$ cat src/rtl/bedpt_pkg.sv
// ----------------------------------------------------------------------------
// Button tracker package
// Shared constants, codes and types of the button edge and double press
// tracker.
// ----------------------------------------------------------------------------
package bedpt_pkg;

    localparam int NUM_KEYS_DEF = 32;

    localparam int KEY_W   = 5;
    localparam int TIME_W  = 32;
    localparam int DELTA_W = 16;
    localparam int AXIS_W  = 16;
    localparam int HELD_W  = 16;
    localparam int WIN_W   = 16;
    localparam int MARG_W  = 15;
    localparam int CMD_W   = 2;

    localparam int CFG_IDX_W  = 2;
    localparam int CFG_DATA_W = 16;

    localparam logic [CFG_IDX_W-1:0] CFG_WINDOW = 2'd0;
    localparam logic [CFG_IDX_W-1:0] CFG_MARGIN = 2'd1;

    localparam logic [WIN_W-1:0]  WINDOW_RESET = 16'd250;
    localparam logic [MARG_W-1:0] MARGIN_RESET = 15'd14746;
    localparam logic [AXIS_W-1:0] AXIS_FULL    = 16'h7FFF;
    localparam logic [HELD_W-1:0] HELD_MAX     = 16'hFFFF;

    typedef enum logic [CMD_W-1:0] {
        CMD_TICK    = 2'd0,
        CMD_PRESS   = 2'd1,
        CMD_RELEASE = 2'd2,
        CMD_AXIS    = 2'd3
    } t_cmd;

    typedef enum logic {
        ST_IDLE = 1'b0,
        ST_EXEC = 1'b1
    } t_state;

    typedef struct packed {
        logic capture;
        logic exec;
    } t_ctrl;

endpackage

$ cat src/rtl/button_edge_double_press_tracker.sv
// ----------------------------------------------------------------------------
// Button edge and double press tracker
// Tracks per-key press, release, double press, held time and axis level.
//
// Channel   Handshake              Payload
// command   start / busy           i_cmd, i_key_index, i_tick_delta,
//                                  i_axis_value
// result    o_done (one cycle)     o_key_pressed, o_key_released, o_key_held,
//                                  o_key_double_pressed, o_key_axis,
//                                  o_key_held_time
// config    i_cfg_valid / ready    i_cfg_index, i_cfg_data
//
// A transaction reads the press time and axis RAM (registered read) as the
// command is captured, then updates the key and loads the result register.
// The result strobe follows in the next cycle, while a new command is taken.
// Reset is synchronous and clears all key state at once, RAM via valid bits.
// The receiver cannot stall results; the config port is always ready.
// ----------------------------------------------------------------------------
module button_edge_double_press_tracker import bedpt_pkg::*; #(
    parameter int NUM_KEYS = NUM_KEYS_DEF
) (
    input  logic                     i_clk,
    input  logic                     i_rst_n,
    input  logic                     start,
    output logic                     busy,
    input  logic [CMD_W-1:0]         i_cmd,
    input  logic [KEY_W-1:0]         i_key_index,
    input  logic [DELTA_W-1:0]       i_tick_delta,
    input  logic signed [AXIS_W-1:0] i_axis_value,
    input  logic                     i_cfg_valid,
    output logic                     o_cfg_ready,
    input  logic [CFG_IDX_W-1:0]     i_cfg_index,
    input  logic [CFG_DATA_W-1:0]    i_cfg_data,
    output logic                     o_done,
    output logic                     o_key_pressed,
    output logic                     o_key_released,
    output logic                     o_key_held,
    output logic                     o_key_double_pressed,
    output logic signed [AXIS_W-1:0] o_key_axis,
    output logic [HELD_W-1:0]        o_key_held_time
);

    t_ctrl ctrl;

    assign o_cfg_ready = 1'b1;

    bedpt_ctrl u_ctrl (
        .i_clk   (i_clk),
        .i_rst_n (i_rst_n),
        .i_start (start),
        .o_busy  (busy),
        .o_done  (o_done),
        .o_ctrl  (ctrl)
    );

    bedpt_dp #(
        .NUM_KEYS (NUM_KEYS)
    ) u_dp (
        .i_clk                (i_clk),
        .i_rst_n              (i_rst_n),
        .i_ctrl               (ctrl),
        .i_cmd                (i_cmd),
        .i_key_index          (i_key_index),
        .i_tick_delta         (i_tick_delta),
        .i_axis_value         (i_axis_value),
        .i_cfg_we             (i_cfg_valid && o_cfg_ready),
        .i_cfg_index          (i_cfg_index),
        .i_cfg_data           (i_cfg_data),
        .o_key_pressed        (o_key_pressed),
        .o_key_released       (o_key_released),
        .o_key_held           (o_key_held),
        .o_key_double_pressed (o_key_double_pressed),
        .o_key_axis           (o_key_axis),
        .o_key_held_time      (o_key_held_time)
    );

endmodule

$ cat src/rtl/bedpt_ram.sv
// ----------------------------------------------------------------------------
// Generic RAM
// Single write port, single read port with registered read data.
// ----------------------------------------------------------------------------
module bedpt_ram #(
    parameter int WIDTH = 8,
    parameter int DEPTH = 32,
    parameter int AW    = (DEPTH > 1) ? $clog2(DEPTH) : 1
) (
    input  logic             i_clk,
    input  logic             i_we,
    input  logic [AW-1:0]    i_waddr,
    input  logic [WIDTH-1:0] i_wdata,
    input  logic [AW-1:0]    i_raddr,
    output logic [WIDTH-1:0] o_rdata
);

    logic [WIDTH-1:0] r_mem [DEPTH];
    logic [WIDTH-1:0] r_rdata;

    always_ff @(posedge i_clk) begin
        if (i_we) begin
            r_mem[i_waddr] <= i_wdata;
        end
        r_rdata <= r_mem[i_raddr];
    end

    assign o_rdata = r_rdata;

endmodule

$ cat src/rtl/bedpt_ctrl.sv
// ----------------------------------------------------------------------------
// Button tracker controller
// Sequences capture and execution of one transaction and marks its result.
// ----------------------------------------------------------------------------
module bedpt_ctrl import bedpt_pkg::*; (
    input  logic  i_clk,
    input  logic  i_rst_n,
    input  logic  i_start,
    output logic  o_busy,
    output logic  o_done,
    output t_ctrl o_ctrl
);

    t_state r_state;
    t_state n_state;
    logic   r_done;

    always_ff @(posedge i_clk) begin
        if (!i_rst_n) begin
            r_state <= ST_IDLE;
            r_done  <= 1'b0;
        end else begin
            r_state <= n_state;
            r_done  <= (r_state == ST_EXEC);
        end
    end

    always_comb begin
        n_state        = r_state;
        o_busy         = 1'b0;
        o_ctrl.capture = 1'b0;
        o_ctrl.exec    = 1'b0;
        case (r_state)
            ST_IDLE: begin
                if (i_start) begin
                    o_ctrl.capture = 1'b1;
                    n_state        = ST_EXEC;
                end
            end
            ST_EXEC: begin
                o_busy      = 1'b1;
                o_ctrl.exec = 1'b1;
                n_state     = ST_IDLE;
            end
            default: begin
                n_state = ST_IDLE;
            end
        endcase
    end

    assign o_done = r_done;

endmodule

$ cat src/rtl/bedpt_dp.sv
// ----------------------------------------------------------------------------
// Button tracker datapath
// Per-key flag and held time registers, press time and axis RAM, the time
// counter, configuration registers and the result register.
// ----------------------------------------------------------------------------
module bedpt_dp import bedpt_pkg::*; #(
    parameter int NUM_KEYS = NUM_KEYS_DEF
) (
    input  logic                    i_clk,
    input  logic                    i_rst_n,
    input  t_ctrl                   i_ctrl,
    input  logic [CMD_W-1:0]        i_cmd,
    input  logic [KEY_W-1:0]        i_key_index,
    input  logic [DELTA_W-1:0]      i_tick_delta,
    input  logic signed [AXIS_W-1:0] i_axis_value,
    input  logic                    i_cfg_we,
    input  logic [CFG_IDX_W-1:0]    i_cfg_index,
    input  logic [CFG_DATA_W-1:0]   i_cfg_data,
    output logic                    o_key_pressed,
    output logic                    o_key_released,
    output logic                    o_key_held,
    output logic                    o_key_double_pressed,
    output logic signed [AXIS_W-1:0] o_key_axis,
    output logic [HELD_W-1:0]       o_key_held_time
);

    localparam int AW = (NUM_KEYS > 1) ? $clog2(NUM_KEYS) : 1;
    localparam int RW = TIME_W + AXIS_W;

    t_cmd                r_cmd;
    logic [KEY_W-1:0]    r_key;
    logic [DELTA_W-1:0]  r_dt;
    logic [AXIS_W-1:0]   r_val;
    logic [WIN_W-1:0]    r_window;
    logic [MARG_W-1:0]   r_margin;
    logic [TIME_W-1:0]   r_now;

    logic [NUM_KEYS-1:0] r_down;
    logic [NUM_KEYS-1:0] r_pressed;
    logic [NUM_KEYS-1:0] r_released;
    logic [NUM_KEYS-1:0] r_double;
    logic [NUM_KEYS-1:0] r_ram_vld;
    logic [HELD_W-1:0]   r_held [NUM_KEYS];

    logic                r_res_pressed;
    logic                r_res_released;
    logic                r_res_held;
    logic                r_res_double;
    logic [AXIS_W-1:0]   r_res_axis;
    logic [HELD_W-1:0]   r_res_held_time;

    logic [HELD_W:0]     tick_sum  [NUM_KEYS];
    logic [HELD_W-1:0]   tick_held [NUM_KEYS];

    logic [AW-1:0]       addr;
    logic                k_ok;
    logic [RW-1:0]       ram_rdata;
    logic                ram_we;
    logic [TIME_W-1:0]   cur_last;
    logic [AXIS_W-1:0]   cur_axis;
    logic                cur_down;
    logic [AXIS_W-1:0]   new_mag;
    logic [AXIS_W-1:0]   old_mag;
    logic [AXIS_W-1:0]   margin_x;
    logic                now_over;
    logic                was_over;
    logic                do_press;
    logic                do_rel;
    logic [TIME_W-1:0]   elapsed;
    logic                dbl;
    logic                k_down;
    logic                k_pr;
    logic                k_rl;
    logic                k_db;
    logic [TIME_W-1:0]   k_last;
    logic [AXIS_W-1:0]   k_axis;

    always_ff @(posedge i_clk) begin
        if (i_ctrl.capture) begin
            r_cmd <= t_cmd'(i_cmd);
            r_key <= i_key_index;
            r_dt  <= i_tick_delta;
            r_val <= i_axis_value;
        end
    end

    always_ff @(posedge i_clk) begin
        if (!i_rst_n) begin
            r_window <= WINDOW_RESET;
            r_margin <= MARGIN_RESET;
        end else if (i_cfg_we) begin
            case (i_cfg_index)
                CFG_WINDOW: r_window <= i_cfg_data;
                CFG_MARGIN: r_margin <= i_cfg_data[MARG_W-1:0];
                default: begin
                end
            endcase
        end
    end

    assign addr   = AW'(r_key);
    assign k_ok   = (int'(r_key) < NUM_KEYS);
    assign ram_we = i_ctrl.exec && k_ok && (r_cmd != CMD_TICK);

    bedpt_ram #(
        .WIDTH (RW),
        .DEPTH (NUM_KEYS)
    ) u_ram (
        .i_clk   (i_clk),
        .i_we    (ram_we),
        .i_waddr (addr),
        .i_wdata ({k_last, k_axis}),
        .i_raddr (AW'(i_key_index)),
        .o_rdata (ram_rdata)
    );

    always_comb begin
        for (int i = 0; i < NUM_KEYS; i++) begin
            tick_sum[i] = {1'b0, r_held[i]} + {1'b0, r_dt};
            if (!r_down[i]) begin
                tick_held[i] = '0;
            end else if (tick_sum[i][HELD_W]) begin
                tick_held[i] = HELD_MAX;
            end else begin
                tick_held[i] = tick_sum[i][HELD_W-1:0];
            end
        end
    end

    always_comb begin
        cur_down = r_down[addr];
        cur_last = r_ram_vld[addr] ? ram_rdata[RW-1:AXIS_W] : '0;
        cur_axis = r_ram_vld[addr] ? ram_rdata[AXIS_W-1:0] : '0;
        new_mag  = r_val[AXIS_W-1] ? (~r_val + 16'd1) : r_val;
        old_mag  = cur_axis[AXIS_W-1] ? (~cur_axis + 16'd1) : cur_axis;
        margin_x = {1'b0, r_margin};
        now_over = (new_mag >= margin_x);
        was_over = (old_mag >= margin_x);
        do_press = (r_cmd == CMD_PRESS) || ((r_cmd == CMD_AXIS) && now_over && !was_over);
        do_rel   = (r_cmd == CMD_RELEASE) || ((r_cmd == CMD_AXIS) && !now_over && was_over);
        elapsed  = r_now - cur_last;
        dbl      = (elapsed < {16'd0, r_window});

        k_down = cur_down;
        k_pr   = r_pressed[addr];
        k_rl   = r_released[addr];
        k_db   = r_double[addr];
        k_last = cur_last;
        k_axis = cur_axis;
        if (do_press) begin
            if (!cur_down) begin
                k_pr   = 1'b1;
                k_db   = dbl;
                k_last = r_now;
                k_axis = AXIS_FULL;
            end
            k_down = 1'b1;
        end else if (do_rel) begin
            k_down = 1'b0;
            k_rl   = 1'b1;
            k_axis = '0;
        end
        if (r_cmd == CMD_AXIS) begin
            k_axis = r_val;
        end
    end

    always_ff @(posedge i_clk) begin
        if (!i_rst_n) begin
            r_now      <= '0;
            r_down     <= '0;
            r_pressed  <= '0;
            r_released <= '0;
            r_double   <= '0;
            r_ram_vld  <= '0;
            for (int i = 0; i < NUM_KEYS; i++) begin
                r_held[i] <= '0;
            end
        end else if (i_ctrl.exec) begin
            if (r_cmd == CMD_TICK) begin
                r_now      <= r_now + TIME_W'(r_dt);
                r_pressed  <= '0;
                r_released <= '0;
                r_double   <= '0;
                for (int i = 0; i < NUM_KEYS; i++) begin
                    r_held[i] <= tick_held[i];
                end
            end else if (k_ok) begin
                r_down[addr]     <= k_down;
                r_pressed[addr]  <= k_pr;
                r_released[addr] <= k_rl;
                r_double[addr]   <= k_db;
                r_ram_vld[addr]  <= 1'b1;
            end
        end
    end

    always_ff @(posedge i_clk) begin
        if (i_ctrl.exec) begin
            if (!k_ok) begin
                r_res_pressed   <= 1'b0;
                r_res_released  <= 1'b0;
                r_res_held      <= 1'b0;
                r_res_double    <= 1'b0;
                r_res_axis      <= '0;
                r_res_held_time <= '0;
            end else if (r_cmd == CMD_TICK) begin
                r_res_pressed   <= 1'b0;
                r_res_released  <= 1'b0;
                r_res_held      <= cur_down;
                r_res_double    <= 1'b0;
                r_res_axis      <= cur_axis;
                r_res_held_time <= tick_held[addr];
            end else begin
                r_res_pressed   <= k_pr;
                r_res_released  <= k_rl;
                r_res_held      <= k_down;
                r_res_double    <= k_db;
                r_res_axis      <= k_axis;
                r_res_held_time <= r_held[addr];
            end
        end
    end

    assign o_key_pressed        = r_res_pressed;
    assign o_key_released       = r_res_released;
    assign o_key_held           = r_res_held;
    assign o_key_double_pressed = r_res_double;
    assign o_key_axis           = r_res_axis;
    assign o_key_held_time      = r_res_held_time;

endmodule

$ cat config.mk
export PLATFORM = sky130hd
export DESIGN_NAME = button_edge_double_press_tracker
export DESIGN_NICKNAME = d
export VERILOG_FILES = /design/src/rtl/bedpt_pkg.sv /design/src/rtl/button_edge_double_press_tracker.sv /design/src/rtl/bedpt_ram.sv /design/src/rtl/bedpt_ctrl.sv /design/src/rtl/bedpt_dp.sv
export SDC_FILE = /design/constraint.sdc
export NUM_CORES = 2
export LEC_CHECK = 0
export ABC_CLOCK_PERIOD_IN_PS = 37200
export BUFFER_PORTS_ARGS = -buffer_cell sky130_fd_sc_hd__buf_2
export CELL_PAD_IN_SITES_DETAIL_PLACEMENT = 0
export CELL_PAD_IN_SITES_GLOBAL_PLACEMENT = 1
export CORE_MARGIN = 2
export CORE_UTILIZATION = 35
export CTS_CLUSTER_SIZE = 10
export DETAILED_ROUTE_END_ITERATION = 8
export GPL_TIMING_DRIVEN = 1
export PLACE_DENSITY_LB_ADDON = 0.12
export SLEW_MARGIN = 5
export SYNTH_ARGS = -nofsm -noshare
export SYNTH_HDL_FRONTEND = slang
export SYNTH_SLANG_ARGS = --single-unit
export TNS_END_PERCENT = 20
$ cat constraint.sdc
create_clock -name i_clk -period 37.2 [get_ports i_clk]
set_input_delay 3.72 -clock i_clk [delete_from_list [all_inputs] [get_ports i_clk]]
set_output_delay 3.72 -clock i_clk [all_outputs]
set_load 0.01 [all_outputs]
Word-level counts from Yosys, hierarchy flattened:

Memories as Yosys holds them, arrays and structs flattened. A register that Yosys moved wholly into a read port is not among the register bits.
Index checks and enable logic that the tools add are counted.
Widths: inputs -> output; s select.

* $lt $le $gt $ge: 6
* $add $sub $neg: 36
* equal/unequal tests: 4
* reduce and logical (&&, ||, !) cells: 17
* multiplexer cells: 151
* bitwise operators: 38

Operators with widths (number)
* $mux 16: 107
* $add 16x16->17: 32
* $mux 32: 6
* $bwmux 32: 4
* $bmux 16 s5: 1
* $add 16x1->16 const B: 2
* $add 32x16->32: 1
* $ge 16x15->1: 2
* $lt 32x16->1: 1
* $not 16->16: 2
* $or 1x1->1: 32
* $or 32x32->32: 1
* $sub 32x32->32: 1
* $bmux 1 s5: 5
* $mux 1: 25
* $reduce_and 2->1: 4
* $ge 6x6->1 const B: 1
* $logic_and 1x1->1: 6
* $lt 5x6->1 const B: 1
* $not 5->6: 1
* $demux 1 s5: 1
* $ge 5x1->1 const B: 1
* $mux 5: 1
* $eq 2x1->1 const B: 2
* other kinds (7): 12

* bits in writable memories: 2048
* word-level logic and storage cells: 274
* memories: 2
* input port bits: 61
* output and inout bits: 39
* flip-flop bits (word level): 300

Memory list
* u_dp.u_ram.r_mem: words 32, bits a word 48, rd ports 1, clocked after Yosys merged registers in 1, write ports 1, line bedpt_ram.sv:18 `logic [WIDTH-1:0] r_mem [DEPTH];`
* u_dp.r_held: words 32, bits a word 16, rd ports 33, clocked after Yosys merged registers in 1, write ports 32, line bedpt_dp.sv:43 `logic [HELD_W-1:0] r_held [NUM_KEYS];`

Depth between registers and ports, before layout:

* depth in word-level cells: 13
* depth in mapped cells: 31
* mapped depth without buffers: 26

Hierarchy:

A second synthesis with hierarchy kept.

* cells, all modules: 10882
* area, all modules: 128099.1 um2

Modules (own cells, without submodules)
* bedpt_dp: area an instance 67282.0 um2, times used 1, sequential area each 22191.3 um2, cells each 7509
* bedpt_ram: area an instance 60724.5 um2, times used 1, sequential area each 47085.2 um2, cells each 3364
* bedpt_ctrl: area an instance 81.3 um2, times used 1, sequential area each 40.0 um2, cells each 7
* button_edge_double_press_tracker: area an instance 11.3 um2, times used 1, sequential area each 0.0 um2, cells each 2

Worst setup path after synthesis:

OpenSTA, ideal clock, no wires.

* path type: input port to flip-flop
* start: input port i_rst_n
* end: memory u_dp.r_held[0][0] (enable)
* arrival: 14007 ps
* setup slack: 22336 ps
* path buffers: 1
* required time: 36343 ps
* setup time: 857 ps
* stages on the path: 4
* cell sequence: clkbuf_1 inv_2 nor2_1 inv_1

RTL lines
* start, declared: line button_edge_double_press_tracker.sv:23 `input logic i_rst_n,`
* end, declared: line bedpt_dp.sv:43

Final worst setup path:

* start: register u_dp.r_key[0] (netlist: u_dp.addr[0])
* end: register u_dp.r_res_double (netlist: u_dp.o_key_double_pressed) (data pin)

* longest elaborated chain between the ends: 11
* elaborated cells between the ends (all ways): 19
* those cells by class: add/sub (2); order compare (2); mux (11); bitwise (1); reduce/logical (3)

RTL lines
* start, declared: line bedpt_dp.sv:31 `logic [KEY_W-1:0] r_key;`
* start signal, assigned: line bedpt_dp.sv:81 `r_key <= i_key_index;`
* parallel branches: the longest is 10 deep, another holds $sub 32x32->32
* $mux 1 (*): line bedpt_dp.sv:150 `if (do_press) begin`
* end signal, assigned: line bedpt_dp.sv:218 `r_res_double <= k_db;`
* end, declared: line bedpt_dp.sv:48 `logic r_res_double;`

Mark *: on every way between the ends. The select of a mux whose other input is x is not followed.
A chain may end at the register's enable or synchronous reset.

==> results.txt <==
maximum operating frequency -> 118.0 MHz
DRC violation total after the first TritonRoute iteration -> 8,378
Clock Skews -> 0.07300 ns
Synthesized Nets -> 10,350
fin crit period -> 8.472 ns
proportion of synthesized chip area in sequential cells -> 55.37%
latest clock arrival within the worst-skew pair -> 0.93 ns
area of the die -> 362,500 sq um
maximum number of pins on one net before global-route repair -> 101
Ys Warns -> 0
Worst Hold Class -> flop to flop
total negative slack for setup checks -> 0 ns
startpoint of the worst setup timing path -> u_dp.addr[0]
hold_ws -> 0.4605 ns
initial antenna violation count -> 19
final clock period utilization by the worst path -> 22.78%
buffer cell driving the clock tree root -> sky130_fd_sc_hd__clkbuf_16
detailed-routing iteration count for the pre-antenna-repair pass -> 7
Final Max Slew Viols -> 0
CP endpoint -> u_dp.o_key_double_pressed
syn_area_per_cell -> 12.98 sq um
Pint -> 4.845 mW
Leak Pwr -> 49.79 nW
Pwr per Cell Area -> 46.75 nW/um^2
Final nets -> 10,610
relative contribution of sequential cells to total power -> 45.5%
maximum capacitance violations -> 0
Post CTS Setup Buffer Count -> 0
Fillers -> 33,420
horizontal die dimension -> 602.0 um
clock slew seen by the registers of the worst setup and hold paths -> 0.05 ns
sinks on the clock net -> 2,401
weighted congestion at the end of routability-driven global placement -> 0.9297
post-synthesis share of cell area spent on xor and xnor gates -> 2.729%
cell area after technology mapping -> 125,200 sq um
fraction of power consumed by combinational cells -> 13.2%
worst reg2reg path depth -> 24
H-tree depth reported by CTS -> 5
floorplan die height -> 602.0 um
category of the worst setup path launch point -> flop
final hold vios -> 0
DRC violations left -> 0
Unique masters post-synth -> 95
standard-cell row count -> 219
placeable core region -> 355,900 sq um
worst r2r dst -> u_dp.o_key_double_pressed
critical path capture point type -> flop
number of enable-type register cells in the synthesized netlist -> 2,123
grt total ovfl -> 0
final WL -> 475,200 um
fraction of the mapped netlist area in compound gates -> 10.92%
number of CTS-inserted buffers -> 298
adder and majority gate portion of the synthesized area -> 6.621%
Detail Route Antenna Nets -> 0
power spent charging and discharging nets -> 1.776 mW
final setup violating endpoints -> 0
Worst Path Class, Setup -> flop to flop
post-synthesis sequential element count -> 2,401
number of buffer cells added on primary ports -> 98
source of the worst register-to-register timing path -> u_dp.addr[0]
fraction of synthesized area in multiplexers -> 12.97%
Primary FF master, synth -> sky130_fd_sc_hd__edfxtp_1
global router's overall resource usage -> 25.64%
unrepaired setup endpoints after global routing -> no
starting density of the core -> 35.17%
dominant combinational cell family by area after synthesis -> multiplexers
post-synthesis simple-gate area fraction -> 9.466%
Longest Clk Path Bufs -> 4
Crit path arrival time -> 9.04 ns
run status -> finished, final reports clean
Resized Gates After CTS -> 0
CTS Hold Buffers Added -> 0
Synth-to-Final Area Change -> 13.16%
ratio of cells with drive above 1 in the final layout -> 15.95%
I/O pin count -> 100
switching part of the total power -> 26.83%
via count of the first global-routing pass -> 85,030
per-cell via count in the routed design -> 5.810
Async SR Flop Fraction -> 0%
post-DP HPWL -> 316,900 um
worst IR drop on VDD -> 37.15 uV
wire length of the first global-routing pass -> 659,600 um
number of instances in the synthesized netlist -> 9,647
setup slack, reg-to-reg -> 28.73 ns
required time reported for the critical path endpoint -> 37.77 ns
clock tree from TritonCTS -> yes
worst slew slack as a fraction of its limit -> 14.44%
Clock Power Share -> 41.4%
vias -> 86,520
post-DR wirelength/cell -> 31.91 um
largest fanout of any net on the critical path -> 50
worst slew pin tran -> 1.280 ns
## final cells by class
type / count / area (sq um) / share of cell area (%)
Tap cell: 4751 / 5944 / 4.197
Inverter: 217 / 828.3 / 0.5848
Timing Repair Buffer: 362 / 2536 / 1.790
Sequential cell: 2401 / 69330 / 48.94
Antenna cell: 8 / 20.02 / 0.01413
Multi-Input combinational cell: 6631 / 54010 / 38.13
Clock buffer: 468 / 8310 / 5.867
Clock inverter: 52 / 671.9 / 0.4743
## critical path: stages, from the launching register on
cell,delay (ns)
sky130_fd_sc_hd__edfxtp_1,0.33
sky130_fd_sc_hd__buf_4,0.36
sky130_fd_sc_hd__buf_4,0.67
sky130_fd_sc_hd__mux2i_1,0.30
sky130_fd_sc_hd__o22ai_1,0.12
sky130_fd_sc_hd__nor4_1,0.46
sky130_fd_sc_hd__mux2i_4,0.11
sky130_fd_sc_hd__buf_4,0.31
sky130_fd_sc_hd__nand2_1,0.19
sky130_fd_sc_hd__ha_1,0.21
sky130_fd_sc_hd__nand2_1,0.12
sky130_fd_sc_hd__a211o_1,0.31
sky130_fd_sc_hd__o31ai_1,0.24
sky130_fd_sc_hd__xnor2_1,0.09
sky130_fd_sc_hd__and2_1,0.16
sky130_fd_sc_hd__ha_1,0.29
sky130_fd_sc_hd__nand3_1,0.13
sky130_fd_sc_hd__nor3_1,0.07
sky130_fd_sc_hd__a2111oi_0,0.58
sky130_fd_sc_hd__nand4_2,0.39
sky130_fd_sc_hd__a21oi_4,0.56
sky130_fd_sc_hd__buf_4,0.83
sky130_fd_sc_hd__a31oi_1,0.22
sky130_fd_sc_hd__a21oi_4,0.84
sky130_fd_sc_hd__nor2_1,0.08
## sequential cells by signal, summed over array words and instances (netlist names), 32 cells and up, named ones only
register            flops
u_dp.r_ram_vld         32
u_dp.u_ram.r_mem     1536
u_dp.r_released        32
u_dp.r_double          32
u_dp.r_pressed         32
u_dp.r_held           512
u_dp.r_now             32
u_dp.u_ram.o_rdata     48
u_dp.r_down            32
## power groups by stage
stage | combinational [mW] | sequential [mW] | clock (mW)
final | 0.872 | 3.01 | 2.74
after floorplan | 0.580 | 3.06 | 0
after detailed placement | 0.866 | 3.07 | 0
after CTS | 0.872 | 3.01 | 2.80
after global routing | 0.944 | 3.01 | 2.89
after global placement | 0.861 | 3.07 | 0
## layout by cell type (no fill, tap or decap), types with 66 or more instances in the layout
| cell type | instances |
|---|---|
| sky130_fd_sc_hd__buf_2 | 93 |
| sky130_fd_sc_hd__clkbuf_16 | 302 |
| sky130_fd_sc_hd__o21ai_0 | 371 |
| sky130_fd_sc_hd__mux4_2 | 672 |
| sky130_fd_sc_hd__nand2b_1 | 108 |
| sky130_fd_sc_hd__nand2_1 | 497 |
| sky130_fd_sc_hd__a21oi_1 | 520 |
| sky130_fd_sc_hd__o21a_1 | 119 |
| sky130_fd_sc_hd__dfxtp_1 | 274 |
| sky130_fd_sc_hd__nor2b_1 | 66 |
| sky130_fd_sc_hd__xnor2_1 | 288 |
| sky130_fd_sc_hd__nand3_1 | 109 |
| sky130_fd_sc_hd__buf_4 | 263 |
| sky130_fd_sc_hd__nor2_1 | 1483 |
| sky130_fd_sc_hd__o22ai_1 | 99 |
| sky130_fd_sc_hd__clkbuf_1 | 153 |
| sky130_fd_sc_hd__o31ai_1 | 99 |
| sky130_fd_sc_hd__ha_1 | 608 |
| sky130_fd_sc_hd__a211oi_1 | 110 |
| sky130_fd_sc_hd__nor3_1 | 106 |
| sky130_fd_sc_hd__edfxtp_1 | 2123 |
| sky130_fd_sc_hd__xor2_1 | 102 |
| sky130_fd_sc_hd__inv_1 | 214 |
| sky130_fd_sc_hd__a31oi_1 | 120 |
| sky130_fd_sc_hd__a21o_1 | 152 |
## per-stage QoR
| stage | setup slack, ns | utilization [%] | total power, mW | instances | cell area, sq um |
|---|---|---|---|---|---|
| 4_1_cts | 28.57 | 39.79 | 6.678 | 14880 | 141600 |
| 2_1_floorplan | 22.34 | - | 3.642 | 9647 | 125200 |
| 3_3_place_gp | 28.66 | 37.26 | 3.927 | 14360 | 132600 |
| 6_report | 28.73 | 39.80 | 6.622 | 14890 | 141600 |
| 3_5_place_dp | 28.66 | 37.26 | 3.932 | 14360 | 132600 |
| 5_1_grt | 28.08 | 39.79 | 6.847 | 14890 | 141600 |
## worst min-delay path by stage
stage | startpoint | to | slack (ns) | cells past startpoint
floorplan | u_dp.r_double[9] | u_dp.r_double[9] | 0.44 | 2
global placement | u_dp.r_window[15] | u_dp.r_window[15] | 0.45 | 2
detailed placement | u_dp.r_window[8] | u_dp.r_window[8] | 0.45 | 2
CTS | u_dp.r_window[8] | u_dp.r_window[8] | 0.46 | 2
global route | u_dp.r_window[8] | u_dp.r_window[8] | 0.47 | 2
finish | u_dp.r_window[9] | u_dp.r_window[9] | 0.46 | 2
## cells in the mapped netlist (99+ instances only)
cell	instances	area share, %
sky130_fd_sc_hd__o21ai_0	423	1.7
sky130_fd_sc_hd__a31oi_1	120	0.60
sky130_fd_sc_hd__a211oi_1	110	0.66
sky130_fd_sc_hd__edfxtp_1	2123	51
sky130_fd_sc_hd__o21a_1	119	0.71
sky130_fd_sc_hd__inv_1	216	0.65
sky130_fd_sc_hd__nand3_1	109	0.44
sky130_fd_sc_hd__a21o_1	152	0.91
sky130_fd_sc_hd__nor2_1	1516	4.5
sky130_fd_sc_hd__ha_1	608	6.1
sky130_fd_sc_hd__nand2_1	498	1.5
sky130_fd_sc_hd__o31ai_1	102	0.61
sky130_fd_sc_hd__o22ai_1	99	0.49
sky130_fd_sc_hd__nor3_1	108	0.43
sky130_fd_sc_hd__xor2_1	102	0.71
sky130_fd_sc_hd__mux4_2	672	12
sky130_fd_sc_hd__nand2b_1	108	0.54
sky130_fd_sc_hd__a21oi_1	522	2.1
sky130_fd_sc_hd__clkbuf_1	325	0.97
sky130_fd_sc_hd__xnor2_1	288	2.0
sky130_fd_sc_hd__dfxtp_1	278	4.4
## cells by family after synthesis
| kind of cell | after synthesis |
|---|---|
| AOI/OAI and AO/OA | 2105 |
| xor gates and xnor gates | 390 |
| DFF | 2401 |
| and+or+nand+nor | 2719 |
| other | 1 |
| buffers and inverters | 615 |
| adders and majority gates | 642 |
| muxes | 774 |
## layer usage
layer  global-route usage (%)  wire [um]
met5                        0         57
met4                    10.40      21580
met3                    3.323      25010
met2                    42.86     228800
met1                    33.65     199800
(Power assumes the default switching activity.)
